==> src/quadtree_patch_phase_rasterizer_defines.svh <==
// ----------------------------------------------------------------------------
// quadtree patch phase rasterizer assertion macros
// concurrent assertion wrappers, compiled out when ASSERT_OFF is defined
// ----------------------------------------------------------------------------
`ifndef QUADTREE_PATCH_PHASE_RASTERIZER_DEFINES_SVH
`define QUADTREE_PATCH_PHASE_RASTERIZER_DEFINES_SVH

`ifndef ASSERT_OFF
// property checked on every rising edge of clk_i outside reset
`define QPPR_ASSERT(lbl, prop, msg) \
  lbl: assert property (@(posedge clk_i) disable iff (!rst_ni) prop) else $error(msg);
// expression that must never hold outside reset
`define QPPR_ASSERT_NEVER(lbl, expr, msg) \
  lbl: assert property (@(posedge clk_i) disable iff (!rst_ni) !(expr)) else $error(msg);
`else
`define QPPR_ASSERT(lbl, prop, msg)
`define QPPR_ASSERT_NEVER(lbl, expr, msg)
`endif

`endif

==> src/qppr_ram.sv <==
// ----------------------------------------------------------------------------
// qppr_ram
// generic simple dual port ram, one write and one registered read port
// ----------------------------------------------------------------------------
module qppr_ram #(
  parameter int WIDTH = 8,
  parameter int DEPTH = 256
) (
  input  logic                     clk_i,
  input  logic                     we_i,
  input  logic [$clog2(DEPTH)-1:0] waddr_i,
  input  logic [WIDTH-1:0]         wdata_i,
  input  logic                     re_i,
  input  logic [$clog2(DEPTH)-1:0] raddr_i,
  output logic [WIDTH-1:0]         rdata_o
);

  logic [WIDTH-1:0] mem_q [DEPTH];
  logic [WIDTH-1:0] rdata_q;

  always_ff @(posedge clk_i) begin
    if (we_i) begin
      mem_q[waddr_i] <= wdata_i;
    end
    if (re_i) begin
      rdata_q <= mem_q[raddr_i];
    end
  end

  assign rdata_o = rdata_q;

endmodule

==> config.mk <==
export PLATFORM = sky130hd
export DESIGN_NAME = qppr_ram
export DESIGN_NICKNAME = d
export VERILOG_FILES = /design/src/quadtree_patch_phase_rasterizer_defines.svh /design/src/qppr_ram.sv
export SDC_FILE = /design/constraint.sdc
export NUM_CORES = 2
export LEC_CHECK = 0
export ABC_CLOCK_PERIOD_IN_PS = 4070
export BUFFER_PORTS_ARGS = -buffer_cell sky130_fd_sc_hd__buf_2
export CAP_MARGIN = 20
export CORE_AREA = 2 2 481 483
export DETAILED_ROUTE_END_ITERATION = 10
export DIE_AREA = 0 0 483 485
export GPL_ROUTABILITY_DRIVEN = 1
export SYNTH_ARGS = -nofsm -noshare
export SYNTH_HDL_FRONTEND = slang
export SYNTH_SLANG_ARGS = --single-unit
export TNS_END_PERCENT = 20
==> constraint.sdc <==
create_clock -name clk_i -period 4.07 [get_ports clk_i]
set_input_delay 0.2035 -clock clk_i [delete_from_list [all_inputs] [get_ports clk_i]]
set_output_delay 0.2035 -clock clk_i [all_outputs]
set_load 0.02 [all_outputs]
## Yosys cells after proc, flatten, opt, wreduce, memory -nomap -nowiden

Memory sizes are Yosys's and may differ from the RTL's. A register that Yosys moved wholly into a read port is not among the register bits.
Index checks and enable logic that the tools add are counted.

| cells by class | value |
|---|---|
| multiplexer cells | 2 |

Operator list:

| operator | count |
|---|---|
| 2-to-1 mux 1 bit | 2 |

| storage, ports and cells | value |
|---|---|
| register bits | 0 |
| RAM bits | 2,048 |
| input bits | 27 |
| logic and storage cells | 3 |
| memories kept | 1 |

Memory list:

| name | depth | width | rd ports | clocked after Yosys merged registers in | wr ports | RTL line | source |
|---|---|---|---|---|---|---|---|
| mem_q | 256 | 8 | 1 | 1 | 1 | qppr_ram.sv:18 | `logic [WIDTH-1:0] mem_q [DEPTH];` |

## Depth between registers and ports, before layout

| depth | value |
|---|---|
| word-level depth | 2 |
| gate-level depth with buffers | 11 |
| depth with buffers taken out | 6 |

## Worst setup path after synthesis

No wires, ideal clock.

| timing path | value |
|---|---|
| path type | input to register |
| from | in raddr_i[0] |
| to | reg rdata_q[2] (netlist: rdata_o[2]) (read register of mem_q) (data pin) |
| arrival | 2,011 ps |
| slack | 1,790 ps |
| stages on the path | 9 |
| path buffers | 4 |
| cell sequence | buf_6 > buf_12 > buf_8 > buf_2 > mux4_2 > a22oi_1 > a21oi_1 > nor4_1 > nor4_2 |

RTL lines:

| item | RTL line | source |
|---|---|---|
| from (decl) | qppr_ram.sv:14 | `input logic [$clog2(DEPTH)-1:0] raddr_i,` |
| to (decl) | qppr_ram.sv:19 | `logic [WIDTH-1:0] rdata_q;` |

==> metrics.md <==
| Metric | Value |
|---|---|
| Non-Filler Instances | `7,099` |
| CTS tree | `built` |
| Top post-synthesis cells by area | `edfxtp_1 (78%), mux4_2 (13%), mux2i_1 (1.7%), nor2_1 (1.3%), a22oi_1 (1.3%)` |
| Post-DP HPWL | `124,000 um` |
| DRT antenna net count | `0` |
| Clock Latency Late Sink | `0.85 ns` |
| Sequential area share after synthesis | `77.5%` |
| Slowest CP cell | `a221oi_1` |
| Root Driver | `clkbuf_16` |
| Worst-case clock buffer depth | `3` |
| Post-Place Setup Slack | `0.499 ns` |
| Cell Area, Synth | `79,600 um2` |
| Share of cells above drive strength 1 | `22.9%` |
| VDD IR max | `0.466 mV` |
| Post-synth cell types | `54` |
| H-tree levels | `4` |
| Ports | `35` |
| Final hold slack | `0.121 ns` |
| Power density of the placed cells | `482 nW/um2` |
| Die Y | `485 um` |
| Filler cells | `20.2k` |
| Clock sinks | `2,056` |
| Yosys top cell area share | `77.5%` |
| Reg-to-Reg End | `rdata_o[5]$_DFFE_PP_` |
| Max-cap violations | `0` |
| Crit Path Category | `flop to flop` |
| FF+latch count, synth | `2,056` |
| Tightest Hold Check Type | `primary input to flop` |
| Synth Area in Simple Gates | `2.63%` |
| First-pass GRT wire length | `289,000 um` |
| Final Hold Fails | `0` |
| DP Cell Count | `6,718` |
| Worst setup SP type | `flop` |
| Ys Warns | `0` |
| RR Startpoint | `mem_q[83][5]$_DFFE_PP_` |
| Fin crit period | `3.20 ns` |
| Slew @ Worst Pin | `1.14 ns` |
| Cell taking the most area after synthesis | `edfxtp_1` |
| Tot GR Track Use | `16.9%` |
| Die ar. | `234,000 um2` |
| FF-to-FF path depth | `6` |
| Drt first pass iters | `5` |
| Die W | `483 um` |
| Final setup margin | `0.865 ns` |
| Initial antenna violation count | `12` |
| # resized after CTS | `0` |
| RSZ-0062 raised after global routing | `no` |
| Slowest Stage Delay on Critical Path | `0.78 ns` |
| Gate Count Post-Synth | `3,733` |
| Cts bufs inserted | `202` |
| Max Freq | `312 MHz` |
| R2r setup slk | `0.87 ns` |
| Power, Total | `43.5 mW` |
| Outcome | `finished clean` |
| Data arrival, critical path | `3.76 ns` |
| Layout net count | `3,932` |
| Congestion Overflow GR | `0` |
| CP Cell Sequence | `mux4_2 > a22o_1 > a221oi_1 > o32ai_1 > nor3_1 > nor4_1` |
| Layout area overhead | `13.4%` |
| Compound-cell area share of the yosys netlist | `3.42%` |
| Adder-Cell Fraction of Synth Area | `0%` |
| WL final | `201,000 um` |
| Worst path depth | `6` |
| Final Util | `39.4%` |
| Sum Neg Setup Slack | `0 ns` |
| DRC | `0` |
| Row count | `176` |
| CP endpoint kind | `flop` |
| Starting DRT DRC Count | `4,669` |
| Min-Delay Path Depth | `4` |
| Critical path required time | `4.62 ns` |
| Post-route cell area | `90,300 um2` |
| Synth Area in XOR/XNOR | `0%` |
| P_leak | `27.5 nW` |
| Initial Utilization | `34.8%` |
| Max-slew violation count | `0` |
| Vias per std cell | `5.50` |
| Family with the most delay on the worst path | `compound AO/OA/AOI/OAI gates` |
| Per-cell routed wire length | `28.3 um` |
| Tcrit/Tclk final | `78.7%` |
| Total core area | `229,000 um2` |
| Post-Place Cell Area | `83,900 um2` |
| Hold path startpoint | `waddr_i[2]` |
| Vias | `39.0k` |
| Clock-pin slew on the worst setup and hold paths | `0.06 ns` |
| Final setup fails | `0` |
| Mux cell area share after synthesis | `14.6%` |
| Worst-case clock skew | `0.0392 ns` |
| Post-synth net total | `3,760` |
| Slew headroom | `23.7%` |
| I/O Buffers | `34` |
| Critical-path maximum fanout | `1` |
| Vias in the first global route | `39.0k` |
| Largest family of logic cells by synthesized area | `multiplexers` |
| CP Buf/Inv Count | `0` |
| Hold Path Sink | `mem_q[204][0]$_DFFE_PP_` |
| Avg Inst Size Synth | `21.3 um2` |
| Largest net degree at the start of global routing | `135` |
| Placer congestion estimate | `0.827` |
worst reg2reg max path, cell delays in order, from the launching register on:
cell and delay, ns:
edfxtp_1 0.36, mux4_2 0.48, a22o_1 0.26, a221oi_1 0.78
o32ai_1 0.26, nor3_1 0.66, nor4_1 0.14
layer usage:
| layer | up-vias | wire, um | GRT usage [%] |
|---|---|---|---|
| li1 | 16077 | - | - |
| met1 | 21008 | 84800 | 23.9 |
| met2 | 1663 | 95400 | 26.7 |
| met3 | 294 | 15700 | 3.24 |
| met5 | - | 38 | 0 |
| met4 | 6 | 5250 | 4.71 |
repair_timing:
item | CTS | global route
hold buffers | 9 | 0
endpoints found under the hold margin | 595 | 0
setup endpoints to repair | 0 | 0
setup buffers | 0 | 0
synth_stat cells (all sizes together):
cell,instances
or2b,1
or3b,1
inv,1
a21oi,96
nor4b,1
a311oi,2
o221ai,47
o211ai,10
o311ai,1
buf,122
o22ai,28
o22a,5
edfxtp,2056
clkbuf,111
nand3,34
nor3,22
o21ai,12
mux4,456
nand2,33
a2111oi,5
a22o,8
a211oi,16
nand2b,8
nor2b,31
and3b,2
mux2,1
nand3b,2
nand4,10
clkinv,1
a221oi,14
a31oi,2
nor2,282
a22oi,133
nor3b,1
mux2i,134
and3,1
and2,6
nor4,27
a21boi,1
o32ai,5
or2,4
power breakdown:
group          total [mW]  internal (mW)  switching [mW]
combinational        2.17          0.747            1.42
sequential           23.4           23.4          0.0375
clock                18.0           9.97            7.99
logic make-up after synthesis:
kind of cell           after synthesis
AO/OA/AOI/OAI                      385
buffers and inverters              235
flip-flops                        2056
multiplexers                       591
AND/OR/NAND/NOR                    466
layout make-up:
type | instances | area, um2 | share of cell area (%)
multi-input combinational | 1442 | 16500 | 18.3
timing repair buffer | 201 | 1940 | 2.15
clock buffer | 254 | 5270 | 5.84
antenna | 3 | 7.51 | 0.00831
sequential | 2056 | 61700 | 68.4
clock inverter | 115 | 1050 | 1.16
inverter | 2 | 7.51 | 0.00831
tap | 3026 | 3790 | 4.19
registers in the layout, summed over array words and instances, names as in the netlist:
register  flops
mem_q      2048
rdata_o       8
worst max-delay path by stage:
stage	from	slack (ns)	to
after detailed placement	raddr_i[0]	0.50	rdata_o[6]$_DFFE_PP_
after CTS	mem_q[83][5]$_DFFE_PP_	0.92	rdata_o[5]$_DFFE_PP_
after floorplan	raddr_i[0]	1.79	rdata_o[2]$_DFFE_PP_
after global placement	raddr_i[1]	0.46	rdata_o[2]$_DFFE_PP_
after global routing	mem_q[82][5]$_DFFE_PP_	0.89	rdata_o[5]$_DFFE_PP_
final	mem_q[83][5]$_DFFE_PP_	0.87	rdata_o[5]$_DFFE_PP_
layout by cell type, fill, tap and decap left out, types with 4 or more instances in the layout:
| cell | synthesis | layout |
|---|---|---|
| clkinv_2 | 0 | 30 |
| buf_2 | 31 | 22 |
| mux2i_1 | 134 | 134 |
| o211ai_1 | 10 | 10 |
| o22ai_1 | 28 | 28 |
| a22o_1 | 8 | 8 |
| o221ai_1 | 46 | 46 |
| a221oi_1 | 13 | 13 |
| clkinv_1 | 1 | 53 |
| buf_4 | 27 | 129 |
| nor2_1 | 282 | 279 |
| nand2_1 | 33 | 32 |
| nand4_1 | 10 | 10 |
| buf_8 | 13 | 10 |
| nor4_1 | 24 | 24 |
| o21ai_0 | 10 | 10 |
| o22a_1 | 5 | 5 |
| clkinv_16 | 0 | 4 |
| dlygate4sd3_1 | 0 | 9 |
| nor2b_1 | 31 | 28 |
| o32ai_1 | 4 | 4 |
| and2_1 | 6 | 6 |
| nand3_1 | 34 | 34 |
| clkinvlp_4 | 0 | 4 |
| a22oi_1 | 133 | 133 |
| buf_12 | 8 | 31 |
| inv_16 | 0 | 5 |
| or2_2 | 4 | 4 |
| nand2b_1 | 8 | 8 |
| clkbuf_1 | 111 | 51 |
| edfxtp_1 | 2056 | 2056 |
| a211oi_1 | 16 | 16 |
| clkbuf_16 | 0 | 203 |
| nor3_1 | 22 | 22 |
| mux4_2 | 454 | 454 |
| bufinv_16 | 0 | 12 |
| a21oi_1 | 96 | 96 |
Power figures use the tool's default switching activity.
